## src/rtl/core/rsd_pkg.sv

```systemverilog
// ----------------------------------------------------------------------------
// Rolling standard deviation package
// Widths, sequencer states and unit status shared by the core's modules.
// ----------------------------------------------------------------------------
package rsd_pkg;

    localparam int MAX_WINDOW  = 64;
    localparam int RING_AW     = $clog2(MAX_WINDOW);

    localparam int WL_W        = 7;
    localparam int SAMPLE_W    = 24;
    localparam int SUM_W       = 31;
    localparam int SQSUM_W     = 54;
    localparam int MAG_W       = 30;
    localparam int PROD_W      = 2 * MAG_W;
    localparam int NUM_W       = SQSUM_W + WL_W;

    // The variance is below 2**47, so 48 quotient bits, two per step.
    localparam int DIV_W       = 13;
    localparam int QUO_W       = 48;
    localparam int DIV_STEPS   = QUO_W / 2;
    localparam int DIV_T_W     = DIV_W + 2;

    localparam int ROOT_W      = 24;
    localparam int SQRT_STEPS  = QUO_W / 2;
    localparam int SQRT_REM_W  = ROOT_W + 2;
    localparam int SQRT_T_W    = ROOT_W + 4;

    localparam int STEP_CNT_W  = $clog2(DIV_STEPS > SQRT_STEPS ? DIV_STEPS : SQRT_STEPS);

    localparam logic [WL_W-1:0] WL_RESET = 7'd20;

    typedef enum logic [3:0] {
        ST_IDLE,
        ST_SQ_NEW,
        ST_SQ_OLD,
        ST_SQ_DONE,
        ST_MUL,
        ST_LOAD,
        ST_DIV,
        ST_SQRT,
        ST_DONE
    } rsd_state_t;

    typedef struct packed {
        logic busy;
        logic done;
    } rsd_unit_status_t;

endpackage

```

## src/rtl/core/rsd_sqrt.sv

```systemverilog
// ----------------------------------------------------------------------------
// Serial integer square root
// Digit-by-digit floor square root, two radicand bits and one root bit per
// cycle.
// ----------------------------------------------------------------------------
module rsd_sqrt (
    input  logic                            aclk,
    input  logic                            aresetn,
    input  logic                            load,
    input  logic [rsd_pkg::QUO_W-1:0]       radicand,
    output rsd_pkg::rsd_unit_status_t       status,
    output logic [rsd_pkg::ROOT_W-1:0]      root
);

    logic [rsd_pkg::QUO_W-1:0]      x_reg, x_next;
    logic [rsd_pkg::SQRT_REM_W-1:0] rem_reg, rem_next;
    logic [rsd_pkg::ROOT_W-1:0]     root_reg, root_next;
    logic [rsd_pkg::STEP_CNT_W-1:0] cnt_reg, cnt_next;
    logic                           busy_reg, busy_next;
    logic                           done_reg, done_next;

    logic [rsd_pkg::SQRT_T_W-1:0]   t;
    logic [rsd_pkg::SQRT_T_W-1:0]   trial;
    logic [rsd_pkg::SQRT_T_W-1:0]   t_sub;

    assign t     = {rem_reg, x_reg[rsd_pkg::QUO_W-1 -: 2]};
    assign trial = {2'b00, root_reg, 2'b01};
    assign t_sub = t - trial;

    always_comb begin
        x_next    = x_reg;
        rem_next  = rem_reg;
        root_next = root_reg;
        cnt_next  = cnt_reg;
        busy_next = busy_reg;
        done_next = 1'b0;
        if (load) begin
            x_next    = radicand;
            rem_next  = '0;
            root_next = '0;
            cnt_next  = rsd_pkg::STEP_CNT_W'(rsd_pkg::SQRT_STEPS - 1);
            busy_next = 1'b1;
        end else if (busy_reg) begin
            x_next = {x_reg[rsd_pkg::QUO_W-3:0], 2'b00};
            if (t >= trial) begin
                rem_next  = t_sub[rsd_pkg::SQRT_REM_W-1:0];
                root_next = {root_reg[rsd_pkg::ROOT_W-2:0], 1'b1};
            end else begin
                rem_next  = t[rsd_pkg::SQRT_REM_W-1:0];
                root_next = {root_reg[rsd_pkg::ROOT_W-2:0], 1'b0};
            end
            cnt_next = cnt_reg - 1'b1;
            if (cnt_reg == '0) begin
                busy_next = 1'b0;
                done_next = 1'b1;
            end
        end
    end

    always_ff @(posedge aclk) begin
        if (!aresetn) begin
            busy_reg <= 1'b0;
            done_reg <= 1'b0;
        end else begin
            busy_reg <= busy_next;
            done_reg <= done_next;
        end
        x_reg    <= x_next;
        rem_reg  <= rem_next;
        root_reg <= root_next;
        cnt_reg  <= cnt_next;
    end

    assign status.busy = busy_reg;
    assign status.done = done_reg;
    assign root        = root_reg;

endmodule

```

## config.mk

```make
export PLATFORM = sky130hd
export DESIGN_NAME = rsd_sqrt
export DESIGN_NICKNAME = d
export VERILOG_FILES = /design/src/rtl/core/rsd_pkg.sv /design/src/rtl/core/rsd_sqrt.sv
export SDC_FILE = /design/constraint.sdc
export NUM_CORES = 1
export LEC_CHECK = 0
export BUFFER_PORTS_ARGS = -buffer_cell sky130_fd_sc_hd__buf_2
export CAP_MARGIN = 10
export CELL_PAD_IN_SITES_DETAIL_PLACEMENT = 1
export CELL_PAD_IN_SITES_GLOBAL_PLACEMENT = 1
export CORE_UTILIZATION = 49
export CTS_CLUSTER_DIAMETER = 200
export DETAILED_ROUTE_END_ITERATION = 7
export PLACE_DENSITY = 0.95
export SYNTH_ARGS = -nofsm -noshare
export SYNTH_HDL_FRONTEND = slang
export SYNTH_SLANG_ARGS = --single-unit
export TNS_END_PERCENT = 20
```

## constraint.sdc

```tcl
create_clock -name aclk -period 4.4 [get_ports aclk]
set_input_delay 0.88 -clock aclk [delete_from_list [all_inputs] [get_ports aclk]]
set_output_delay 0.88 -clock aclk [all_outputs]
set_load 0.01 [all_outputs]
```

==> impl_metrics.ini <==
[run_status]
status = finished, final reports clean

[timing]
fmax_mhz = 323
relSlewSlack_pct = 31.7
fin_crit_ns = 3.09
timing.hold.ws_ns = 0.504
grt_setup_unrepaired = no
tightest_slew_ns = 1.02
min_period_over_period_pct = 70.3
skew_ns = 0.00654
setup_viol = 0
finalHoldViolCount = 0
tns_ns = 0
slew_viol_final = 0
layout_setup_ws_ns = 1.31

[synthesis]
muxShareOfSynthArea_pct = 16.5
synthXorXnorAreaFrac_pct = 3.31
syn_avg_cell_area_um2 = 10.3
synth_ff_type = dfxtp_1
synth_compound_area_share_pct = 13.0
synth_cells = 566
synth_fa_ha_area_share_pct = 5.81
netlist_area_um2 = 5810
synthesis.nets = 644
synth-seq-cells = 105
synth_cell_type_count = 60
synthArstFlopShare_pct = 0
yosys.area_share.simple_pct = 11.9
synth_top_family_by_area = multiplexers
yosys_warnings = 0
synth-edff-count = 48
ys_seq_area_share_pct = 44.4

[critical_path]
worst-path-buf-inv = 2
worstSetupStartpointType = register
crit_chain = inv_1 -> ha_1 -> nand4_2 -> nor3_4 -> nand3_1 -> nor4_2 -> nor3_1 -> o21ai_2 -> buf_4 -> mux2_1 -> a211oi_1
cp-end-kind = register
worstPathMaxFanout = 28
slowest_delay_ns = 0.46
path_class = reg2reg
crit_required_ns = 4.69
slowest_stage = ha_1
crit_arrival_ns = 3.38
crit_family = simple AND/OR/NAND/NOR gates

[drt]
drc_errors = 0
vias_per_cell = 5.73
detail_route.wl_per_cell_um = 18.8
dr_total_vias = 4456
dr.pass1.iters = 6
ant_nets = 0
drt_iter0_drc = 209
wl_mm = 14.6

[clock_tree]
insertion_delay_ns = 0.37
h-tree-depth = 3
cts_hold_buf = 0
cts_buffers = 9
clk_pin_slew_ns = 0.07
cts_tree = done
numClockSinks = 105
cts_root_buffer = clkbuf_16
cts_buffer_depth = 2
cts-resized-gates = 0
postCtsSetupBuffers = 0

[placed_design]
io_buffer_count = 76
hpwlAfterDp_mm = 10.5
dpl.cell_count = 762
place_ws_ns = 1.39
routabilityCongestion = 0.862
dpl_cell_area_um2 = 6250

[final_layout]
instances_no_fill = 778
fin_nets = 708
final_area_um2 = 6530
n_fill_cell = 1279
area_growth_pct = 12.3
utilization_pct = 56.9
layout-drive-gt1-share_pct = 24.7
diodes = 0
largest_register_ffs = 48

[global_routing]
grt_overflow_total = 0
antenna_found_initial = 0
grt_pass1_vias = 4878
grt_pass1_wl_mm = 24.2
track_usage_pct = 24.8
grt_max_degree = 93

[floorplan]
die-width_um = 111
start_util_pct = 50.7
chipHeight_um = 111
dieArea_um2 = 12300
ioPinCount = 77
rows = 39
core_area_um2 = 11500

[power]
vdd_drop_max_mv = 0.343
p_leak_nw = 2.76
power_density_nw_per_um2 = 683
finalPower_mw = 4.46

[min_path]
hold_class = reg2reg

[job]
maxCapViolCount = 0
## logic make-up after synthesis
logic type / count (synthesis)
flip-flops: 105
XOR/XNOR: 22
AO/OA/AOI/OAI: 112
adder cells (fa/ha/maj): 27
multiplexers: 90
buffers and inverters: 64
AND/OR/NAND/NOR: 146
## cells in the mapped netlist, types with 2 or more instances
cell      count  share of area (%)
inv_1        37                2.4
nand4_1       6               0.65
a21o_1        4               0.52
nor2_1       55                3.6
o211ai_1      6               0.77
a31oi_1       3               0.32
nor4_1        2               0.22
and2_1        3               0.32
o31a_1        2               0.30
buf_4         2               0.26
and3_1        6               0.65
xnor2_1      16                2.4
a311oi_1      4               0.60
edfxtp_1     48                 25
o21ai_0      27                2.3
mux2i_1      43                7.4
a21oi_1      27                2.3
xor2_1        6               0.90
dfxtp_1      57                 20
nor2b_1       3               0.32
a41oi_1       2               0.30
nand2_1      40                2.6
nand2b_1      6               0.65
a211oi_1     13                1.7
o21bai_1      5               0.65
o21a_1        2               0.26
ha_1         27                5.8
buf_1         3               0.19
buf_8         2               0.52
nor3_1        7               0.60
clkbuf_1     17                1.1
a31o_2        2               0.30
nand3_1       8               0.69
a211o_1       4               0.60
mux2_2       46                8.9
## power by group
group / internal [mW] / total [mW] / switching [mW]
logic: 1.01 / 2.40 / 1.39
registers: 1.17 / 1.27 / 0.102
clock network: 0.390 / 0.789 / 0.399
total: 2.56 / 4.46 / 1.89
## layout make-up
| type | instances | area, µm² | area share [%] |
|---|---|---|---|
| Timing Repair Buffer | 80 | 413 | 6.32 |
| Tap cell | 143 | 179 | 2.74 |
| Inverter | 37 | 139 | 2.13 |
| Clock inverter | 7 | 53.8 | 0.824 |
| Clock buffer | 9 | 225 | 3.45 |
| Sequential cell | 105 | 2580 | 39.6 |
| Multi-Input combinational cell | 397 | 2940 | 45.0 |
## placed cells by master, fill, tap and decap left out, types with 3 or more instances in the layout
cell | Yosys | final
nor3_1 | 7 | 7
a31oi_1 | 3 | 3
buf_4 | 2 | 5
mux2i_1 | 43 | 43
nand2_1 | 40 | 40
mux2_2 | 46 | 46
nand3_1 | 8 | 8
nor2_1 | 55 | 55
dfxtp_1 | 57 | 56
buf_2 | 1 | 75
a211oi_1 | 13 | 13
o21bai_1 | 5 | 5
a21o_1 | 4 | 4
and3_1 | 6 | 6
and2_1 | 3 | 3
nand2b_1 | 6 | 6
nor2b_1 | 3 | 3
ha_1 | 27 | 27
edfxtp_1 | 48 | 48
inv_1 | 37 | 36
clkbuf_16 | 0 | 9
a21oi_1 | 27 | 27
o21ai_0 | 27 | 27
nand4_1 | 6 | 6
xnor2_1 | 16 | 16
o211ai_1 | 6 | 6
xor2_1 | 6 | 6
a211o_1 | 4 | 4
a311oi_1 | 4 | 4
## tightest hold or removal path: cells and delay by family, from the launching register on
| kind | cells | cell delay [ns] |
|---|---|---|
| AO/OA/AOI/OAI | 1 | 0.07 |
| flip-flops | 1 | 0.33 |
| AND/OR/NAND/NOR | 1 | 0.05 |
## worst paths after layout
path	start	end	slack, ns	cells past startpoint
min	rem_reg[8]	rem_reg[8]	0.50	2
max reg2reg	root[13]	rem_reg[1]	1.31	11
min reg2reg	rem_reg[8]	rem_reg[8]	0.50	2
max	root[13]	rem_reg[1]	1.31	11
## layer usage
layer	vias up	wire length (µm)	GRT usage, %
met1	2158	6060	28.6
met4	0	326	11.2
met5	-	0	0
met2	112	7520	43.8
met3	22	739	5.74
li1	2164	-	-
No activity file was read; power rests on OpenSTA's default activity.
