--- src/rtl/core/rsd_pkg.sv ---
// ----------------------------------------------------------------------------
// Rolling standard deviation package
// Widths, sequencer states and unit status shared by the core's modules.
// ----------------------------------------------------------------------------
package rsd_pkg;

    localparam int MAX_WINDOW  = 64;
    localparam int RING_AW     = $clog2(MAX_WINDOW);

    localparam int WL_W        = 7;
    localparam int SAMPLE_W    = 24;
    localparam int SUM_W       = 31;
    localparam int SQSUM_W     = 54;
    localparam int MAG_W       = 30;
    localparam int PROD_W      = 2 * MAG_W;
    localparam int NUM_W       = SQSUM_W + WL_W;

    // The variance is below 2**47, so 48 quotient bits, two per step.
    localparam int DIV_W       = 13;
    localparam int QUO_W       = 48;
    localparam int DIV_STEPS   = QUO_W / 2;
    localparam int DIV_T_W     = DIV_W + 2;

    localparam int ROOT_W      = 24;
    localparam int SQRT_STEPS  = QUO_W / 2;
    localparam int SQRT_REM_W  = ROOT_W + 2;
    localparam int SQRT_T_W    = ROOT_W + 4;

    localparam int STEP_CNT_W  = $clog2(DIV_STEPS > SQRT_STEPS ? DIV_STEPS : SQRT_STEPS);

    localparam logic [WL_W-1:0] WL_RESET = 7'd20;

    typedef enum logic [3:0] {
        ST_IDLE,
        ST_SQ_NEW,
        ST_SQ_OLD,
        ST_SQ_DONE,
        ST_MUL,
        ST_LOAD,
        ST_DIV,
        ST_SQRT,
        ST_DONE
    } rsd_state_t;

    typedef struct packed {
        logic busy;
        logic done;
    } rsd_unit_status_t;

endpackage

--- src/rtl/core/rsd_divider.sv ---
// ----------------------------------------------------------------------------
// Radix-4 serial divider
// Divides the variance numerator by the squared window length, two quotient
// bits per cycle shifted into the dividend register.
// ----------------------------------------------------------------------------
module rsd_divider (
    input  logic                            aclk,
    input  logic                            aresetn,
    input  logic                            load,
    input  logic [rsd_pkg::NUM_W-1:0]       dividend,
    input  logic [rsd_pkg::DIV_W-1:0]       divisor,
    output rsd_pkg::rsd_unit_status_t       status,
    output logic [rsd_pkg::QUO_W-1:0]       quotient
);

    logic [rsd_pkg::DIV_W-1:0]      rem_reg, rem_next;
    logic [rsd_pkg::QUO_W-1:0]      dvd_reg, dvd_next;
    logic [rsd_pkg::DIV_W-1:0]      d_reg, d_next;
    logic [rsd_pkg::DIV_T_W-1:0]    d3_reg, d3_next;
    logic [rsd_pkg::STEP_CNT_W-1:0] cnt_reg, cnt_next;
    logic                           busy_reg, busy_next;
    logic                           done_reg, done_next;

    logic [rsd_pkg::DIV_T_W-1:0]    t;
    logic [rsd_pkg::DIV_T_W-1:0]    d1;
    logic [rsd_pkg::DIV_T_W-1:0]    d2;
    logic [rsd_pkg::DIV_T_W-1:0]    t_sub;
    logic [1:0]                     digit;

    assign d1 = rsd_pkg::DIV_T_W'(d_reg);
    assign d2 = rsd_pkg::DIV_T_W'({d_reg, 1'b0});
    assign t  = {rem_reg, dvd_reg[rsd_pkg::QUO_W-1 -: 2]};

    always_comb begin
        priority if (t >= d3_reg) begin
            digit = 2'd3;
            t_sub = t - d3_reg;
        end else if (t >= d2) begin
            digit = 2'd2;
            t_sub = t - d2;
        end else if (t >= d1) begin
            digit = 2'd1;
            t_sub = t - d1;
        end else begin
            digit = 2'd0;
            t_sub = t;
        end
    end

    always_comb begin
        rem_next  = rem_reg;
        dvd_next  = dvd_reg;
        d_next    = d_reg;
        d3_next   = d3_reg;
        cnt_next  = cnt_reg;
        busy_next = busy_reg;
        done_next = 1'b0;
        if (load) begin
            // The top bits of the numerator are already below the divisor.
            rem_next  = dividend[rsd_pkg::NUM_W-1:rsd_pkg::QUO_W];
            dvd_next  = dividend[rsd_pkg::QUO_W-1:0];
            d_next    = divisor;
            d3_next   = rsd_pkg::DIV_T_W'(divisor) + rsd_pkg::DIV_T_W'({divisor, 1'b0});
            cnt_next  = rsd_pkg::STEP_CNT_W'(rsd_pkg::DIV_STEPS - 1);
            busy_next = 1'b1;
        end else if (busy_reg) begin
            rem_next = t_sub[rsd_pkg::DIV_W-1:0];
            dvd_next = {dvd_reg[rsd_pkg::QUO_W-3:0], digit};
            cnt_next = cnt_reg - 1'b1;
            if (cnt_reg == '0) begin
                busy_next = 1'b0;
                done_next = 1'b1;
            end
        end
    end

    always_ff @(posedge aclk) begin
        if (!aresetn) begin
            busy_reg <= 1'b0;
            done_reg <= 1'b0;
        end else begin
            busy_reg <= busy_next;
            done_reg <= done_next;
        end
        rem_reg <= rem_next;
        dvd_reg <= dvd_next;
        d_reg   <= d_next;
        d3_reg  <= d3_next;
        cnt_reg <= cnt_next;
    end

    assign status.busy = busy_reg;
    assign status.done = done_reg;
    assign quotient    = dvd_reg;

endmodule

--- config.mk ---
export PLATFORM = sky130hd
export DESIGN_NAME = rsd_divider
export DESIGN_NICKNAME = d
export VERILOG_FILES = /design/src/rtl/core/rsd_pkg.sv /design/src/rtl/core/rsd_divider.sv
export SDC_FILE = /design/constraint.sdc
export NUM_CORES = 1
export LEC_CHECK = 0
export BUFFER_PORTS_ARGS = -buffer_cell sky130_fd_sc_hd__buf_4
export CAP_MARGIN = 20
export CORE_ASPECT_RATIO = 0.6
export CORE_MARGIN = 5
export CORE_UTILIZATION = 45
export DETAILED_ROUTE_END_ITERATION = 8
export PLACE_DENSITY = 0.67
export SLEW_MARGIN = 10
export SYNTH_ARGS = -nofsm -noshare
export SYNTH_HDL_FRONTEND = slang
export SYNTH_SLANG_ARGS = --single-unit
export TNS_END_PERCENT = 1
--- constraint.sdc ---
create_clock -name aclk -period 8.4 [get_ports aclk]
set_input_delay 1.26 -clock aclk [delete_from_list [all_inputs] [get_ports aclk]]
set_output_delay 1.26 -clock aclk [all_outputs]
set_load 0.01 [all_outputs]
==> metrics.cfg, run 1 <==
[placement]
place_area_mm2=0.007436
portBuffers=126
globalplace.congestion=0.9477
hpwl_um=13980

[sta]
fin_setup_tns_ps=0
fmax_ghz=0.2956
rsz0062_at_grt=no
setup_violations=0
worst_pin_slew_ps=836.4
drv_slew=0
fin_worst_skew_ps=6.644
relSlewSlack_pct=44.15
period_needed_ps=3383
fin_crit_sh_pct=40.28
timing_hold_violations_final=0

[detailed_routing]
drc_errors=0
wl_um=17870
ant_nets=0
drtIter0Drc=577
vias=5120
viasPerCell=5.721
firstDrtPassIters=5
wl_per_cell_um=19.97

[die]
die_y_um=101.6
fp.dieW_um=162.7
fp-row-count=33
start_util_pct=46.07
io_pins=127
die-area_mm2=0.01653
core_mm2=0.01367

[finish]
fillCellCount=1145
syn_to_final_growth_pct=22.73
multi_input_area_mm2=0.003253
regArea_mm2=0.002783
antennaDiodeCount=0
design_area_mm2=0.007727
largest_register_ffs=48
layout-drive-gt1-share_pct=29.59
nNetsFinal=834

[clocking]
cts_setup_buffers=0
clock-root-buffer=clkbuf_16
clkTransAtPathRegs_ps=70
clk_path_buf_depth=2
clock_latency_ps=350
cts_hold_buf=0
cts_buffers=9
htree_levels=3
cts_resized=0
cts_sinks=95
tritoncts=yes

[logic_synthesis]
synthFlopType=edfxtp_1
synth.top_cells.by_count=edfxtp_1 (88), ha_1 (55), inv_1 (51)
synth_area_leaders=edfxtp_1 (42%), ha_1 (11%), mux2_2 (8.9%)
yosysTopAreaCell=edfxtp_1
synthCells=572
synth_cell_type_count=61
syn_avg_cell_area_um2=11.01
async_reset_ff_share_pct=0
seq_area_frac_synth_pct=44.20
synth_edf_count=88
ys_seq_elements=95
syn_area_mm2=0.006296
synth_top_area_share_pct=41.97
syn-num-nets=708
ys.warnings.count=0
yosysMostFrequentCell=edfxtp_1

[critical_path]
slowest_delay_ps=530
path_common_cell=inv_1
cp_num_buf_inv=2
crit_required_ps=8510
critical_path_class=flop to flop
start_kind=flop
cp_cell_sequence=inv_1, ha_1, inv_1, fa_1, a21o_1, a221oi_2, o21ai_1, a21oi_2, o21bai_1, nor2_1, o211ai_1, and3b_1
slowest_stage=edfxtp_1
cp_top_family=compound AO/OA/AOI/OAI gates
cp_num_cells=12
cp.arrival_ps=3490
cp_max_fo=7
reg2regPathDepth=12
crit_path_end_kind=flop

[global_routing]
track_usage_pct=21.62
grt_pass1_vias=4913
antenna_found_initial=0
grt_max_degree=64
grt_pass1_wl_um=27700
grt-ovfl-total=0

[power]
p_per_area_mw_per_mm2=297.9
irDropWorstVdd_mv=0.1333
p_leak_nw=3.341

[hold_path]
holdPathStages=2
hold_path_class=flop to flop

[status]
status=finished, final reports clean

[job]
max-cap-violations=0

==> per-stage QoR <==
stage / cells / worst slack, ps / utilization, % / power [mW] / hold slack (ps)
final: 895 / 5017 / 56.54 / 2.302 / 525.9
after global routing: 895 / 4821 / 56.54 / 2.433 / 549.8
after CTS: 895 / 5064 / 56.54 / 2.272 / 529.9
after detailed placement: 879 / 4723 / 54.41 / 1.860 / 500.5
after global placement: 879 / 4819 / 54.41 / 1.829 / 485.6
after floorplan: 572 / 5089 / - / 1.535 / 467.8
==> area by class of cell <==
type	instances	area share (%)
Multi-Input combinational cell	412	42.10
Sequential cell	95	36.01
Timing Repair Buffer	129	12.53
Tap cell	192	3.109
Clock buffer	9	2.915
Inverter	51	2.477
Clock inverter	7	0.8582
==> power by group <==
group / internal (mW) / switching [mW]
sequential: 0.622 / 0.0849
clock: 0.208 / 0.197
combinational: 0.516 / 0.674
total: 1.35 / 0.956
==> layer usage <==
layer  part of all wire (%)  vias to the layer above  global-route usage, %  wire length (µm)
li1                       -                     2379                      -                 -
met1                     50                     2490                  34.44              8965
met2                     40                      235                  30.57              7218
met3                    8.5                       16                  3.782              1525
met4                   0.92                        0                  4.510               165
met5                      0                        -                      0                 0
==> worst register-to-register path: cells and delay by family (launching register included) <==
family | cells | cell delay, ps
buffers and inverters | 2 | 170
adder cells (fa/ha/maj) | 2 | 580
flip-flops | 1 | 530
AND/OR/NAND/NOR | 2 | 570
AO/OA/AOI/OAI | 6 | 1290
==> final timing paths <==
check | startpoint | to | slack (ps)
setup / recovery | quotient[47]$_DFFE_PP_ | rem_reg[9]$_DFFE_PP_ | 5020
setup reg to reg | quotient[47]$_DFFE_PP_ | rem_reg[9]$_DFFE_PP_ | 5020
hold / removal | cnt_reg[4]$_SDFFE_PP1P_ | cnt_reg[4]$_SDFFE_PP1P_ | 530
hold reg to reg | cnt_reg[4]$_SDFFE_PP1P_ | cnt_reg[4]$_SDFFE_PP1P_ | 530
==> cells by family (layout without fill, tap and decap cells) <==
logic type	Yosys count	in the layout	synth area share, %
and+or+nand+nor	117	117	9.142
DFF	95	95	44.20
buffers and inverters	65	196	4.134
muxes	53	53	9.420
AOI/OAI and AO/OA	142	142	15.20
adders and majority gates	59	59	12.20
xor gates and xnor gates	41	41	5.703
==> layout by cell type, fill, tap and decap left out, drive strengths merged, types with 17 or more instances in the layout <==
master  synthesis  routed
a21o           17      17
a21oi          38      38
buf             7     129
edfxtp         88      88
ha             55      55
inv            51      54
mux2           50      50
nand2          23      23
nor2           32      32
o21ai          29      29
xnor2          25      25
No activity file was read; power rests on OpenSTA's default activity.
==> run 2: changes to the inputs <==
==> constraint.sdc (replaced) <==
create_clock -name aclk -period 3.2 [get_ports aclk]
set_input_delay 0.48 -clock aclk [delete_from_list [all_inputs] [get_ports aclk]]
set_output_delay 0.48 -clock aclk [all_outputs]
set_load 0.01 [all_outputs]
==> run 2 against run 1 <==
  * First-iteration DRC count shrank 18%
  * Die area stayed put
  * Clock power increased to 2.6 times the previous value
  * Combinational power grew to 2.7 times the previous value
  * Clock skew rose by 1.3 ps
  * Critical endpoint is now rem_reg[5]$_DFFE_PP_
  * Total power increased to 2.7 times the previous value
  * Flip-flop and latch count unchanged
  * Design area is 1.5% higher
  * Final cell count up 1.2%
  * Maximum frequency rose by 9.7%
  * Clock-buffer cell count stayed put
==> metrics.cfg, run 2 (synthesized netlist as in run 1, its figures left out) <==
[status]
status=finished, final reports clean

[detailed_routing]
drtIter0Drc=471  ; -18%
drc_errors=0  ; unchanged
viasPerCell=5.568  ; -2.7%
wl_um=17220  ; -3.6%
firstDrtPassIters=5  ; unchanged
ant_nets=0  ; unchanged
wl_per_cell_um=19.01  ; -4.8%
vias=5045  ; -1.5%

[clocking]
clk_path_buf_depth=2  ; unchanged
cts_buffers=9  ; unchanged
htree_levels=3  ; unchanged
clock_latency_ps=350  ; about the same
cts_hold_buf=0  ; unchanged
clock-root-buffer=clkbuf_16
cts_sinks=95  ; unchanged
tritoncts=yes
clkTransAtPathRegs_ps=70  ; about the same

[global_routing]
track_usage_pct=20.78  ; -0.83 points
antenna_found_initial=0  ; unchanged
grt_pass1_wl_um=26520  ; -4.3%
grt-ovfl-total=0  ; unchanged
grt_max_degree=46  ; -28%
grt_pass1_vias=4733  ; -3.7%

[hold_path]
hold_path_class=primary input to flop
hold_end=d_reg[7]$_DFFE_PP_
holdPathStages=1  ; -1
hp-start=divisor[7]

[critical_path]
crit_required_ps=3280  ; -5230 ps
critical_path_class=flop to flop
reg2regPathDepth=9  ; -3
cp_num_buf_inv=0  ; -2
r2r_start=rem_reg[4]$_DFFE_PP_
cp_top_family=compound AO/OA/AOI/OAI gates
reg2reg_slack_ps=110  ; -4900 ps
crit_path_end_kind=flop
timing.rr.end=rem_reg[5]$_DFFE_PP_
cp.arrival_ps=3160  ; -330 ps
slowest_stage=edfxtp_1
cp_cell_sequence=ha_1, and3_1, a221oi_4, o21ai_1, a21oi_2, o21bai_1, nand3_1, o22ai_1, a211oi_1
cp_max_fo=5  ; -2
slowest_delay_ps=520  ; about the same
start_kind=flop

[finish]
nNetsFinal=845  ; +1.3%
antennaDiodeCount=0  ; unchanged
final_cell_mix=buf_4 (138), edfxtp_1 (88), ha_1 (55)
syn_to_final_growth_pct=24.62
largest_register_ffs=48  ; unchanged
design_area_mm2=0.007846  ; +1.5%
layout-drive-gt1-share_pct=31.23  ; +1.6 points
layout_commonest_cell=buf_4

[sta]
fmax_ghz=0.3241  ; +9.7%
timing_hold_violations_final=0  ; unchanged
setup_violations=0  ; unchanged
fin_crit_sh_pct=96.41  ; +56 points
relSlewSlack_pct=60.25  ; +16 points
fin_setup_tns_ps=0  ; unchanged
drv_slew=0  ; unchanged
fin_worst_skew_ps=7.988  ; +1.344 ps
hold_slack_ps=332.0  ; -193.9 ps
rsz0062_at_grt=no
worst_pin_slew_ps=590.0  ; -246.4 ps
period_needed_ps=3085  ; -298.1 ps

[die]
fp.dieW_um=162.7  ; unchanged
die_y_um=101.6  ; unchanged
core_mm2=0.01367  ; unchanged
die-area_mm2=0.01653  ; unchanged
io_pins=127  ; unchanged
start_util_pct=46.07  ; unchanged
fp-row-count=33  ; unchanged

[power]
totalPowerFinal_mw=6.128  ; +170%
p_leak_nw=3.406  ; +2.0%
irDropWorstVdd_mv=0.3266  ; +150%
p_per_area_mw_per_mm2=781.0  ; +160%

[placement]
globalplace.congestion=0.8777  ; -7.4%
hpwl_um=13650  ; -2.4%
portBuffers=126  ; unchanged
place_area_mm2=0.007513  ; +1.0%

[job]
max-cap-violations=0  ; unchanged

[run 2: how the worst max path moves through the flow]
stage / cells after the start / startpoint / slack [ps] / to
3_5_place_dp: 12 / quotient[47]$_DFFE_PP_ / 140 / rem_reg[4]$_DFFE_PP_
3_3_place_gp: 12 / divisor[1] / 220 / d3_reg[13]$_DFFE_PP_
6_report: 9 / rem_reg[4]$_DFFE_PP_ / 110 / rem_reg[5]$_DFFE_PP_
4_1_cts: 12 / quotient[47]$_DFFE_PP_ / 120 / rem_reg[4]$_DFFE_PP_
2_1_floorplan: 12 / quotient[47]$_DFFE_PP_ / 300 / rem_reg[0]$_DFFE_PP_
5_1_grt: 12 / quotient[47]$_DFFE_PP_ / 30 / rem_reg[6]$_DFFE_PP_
[run 2: metal layers]
metal | share of wire (%) | track usage (%) | up-vias
met4 | 1.1 | 4.188 | 0
met5 | 0 | 0 | -
met2 | 40 | 28.79 | 185
met1 | 51 | 33.44 | 2435
li1 | - | - | 2408
met3 | 7.7 | 3.945 | 17
[run 2: worst reg2reg max path, cell delays in order (launching register included)]
cell and delay (ps):
edfxtp_1 520, ha_1 490, and3_1 290, a221oi_4 100
o21ai_1 180, a21oi_2 100, o21bai_1 410, nand3_1 260
o22ai_1 380, a211oi_1 110
[run 2: power breakdown]
part	internal [mW]	leakage [nW]	total [mW]	switching (mW)
clock network	0.545	0.145	1.06	0.519
logic	1.44	2.33	3.22	1.77
registers	1.63	0.933	1.85	0.213
[run 2: timing repair]
item                                    4_1_cts  5_1_grt
setup buffers                                 0        4
gates resized for setup                       0        4
endpoints found under the setup margin        0        6
[run 2: stage by stage]
step	setup WS (ps)	std cells	util, %
final	114.7	906	57.41
after global routing	27.71	906	57.41
after CTS	118.8	902	57.06
after detailed placement	138.1	886	54.98
after global placement	218.4	886	54.98
after floorplan	295.7	572	-
[run 2: cell type report]
cell class,instances,area (µm²)
fill,1143,5821
multi-input combinational,412,3271
sequential,95,2783
timing repair buffer,140,1076
tap,192,240.2
clock buffer,9,225.2
inverter,51,191.4
clock inverter,7,60.06
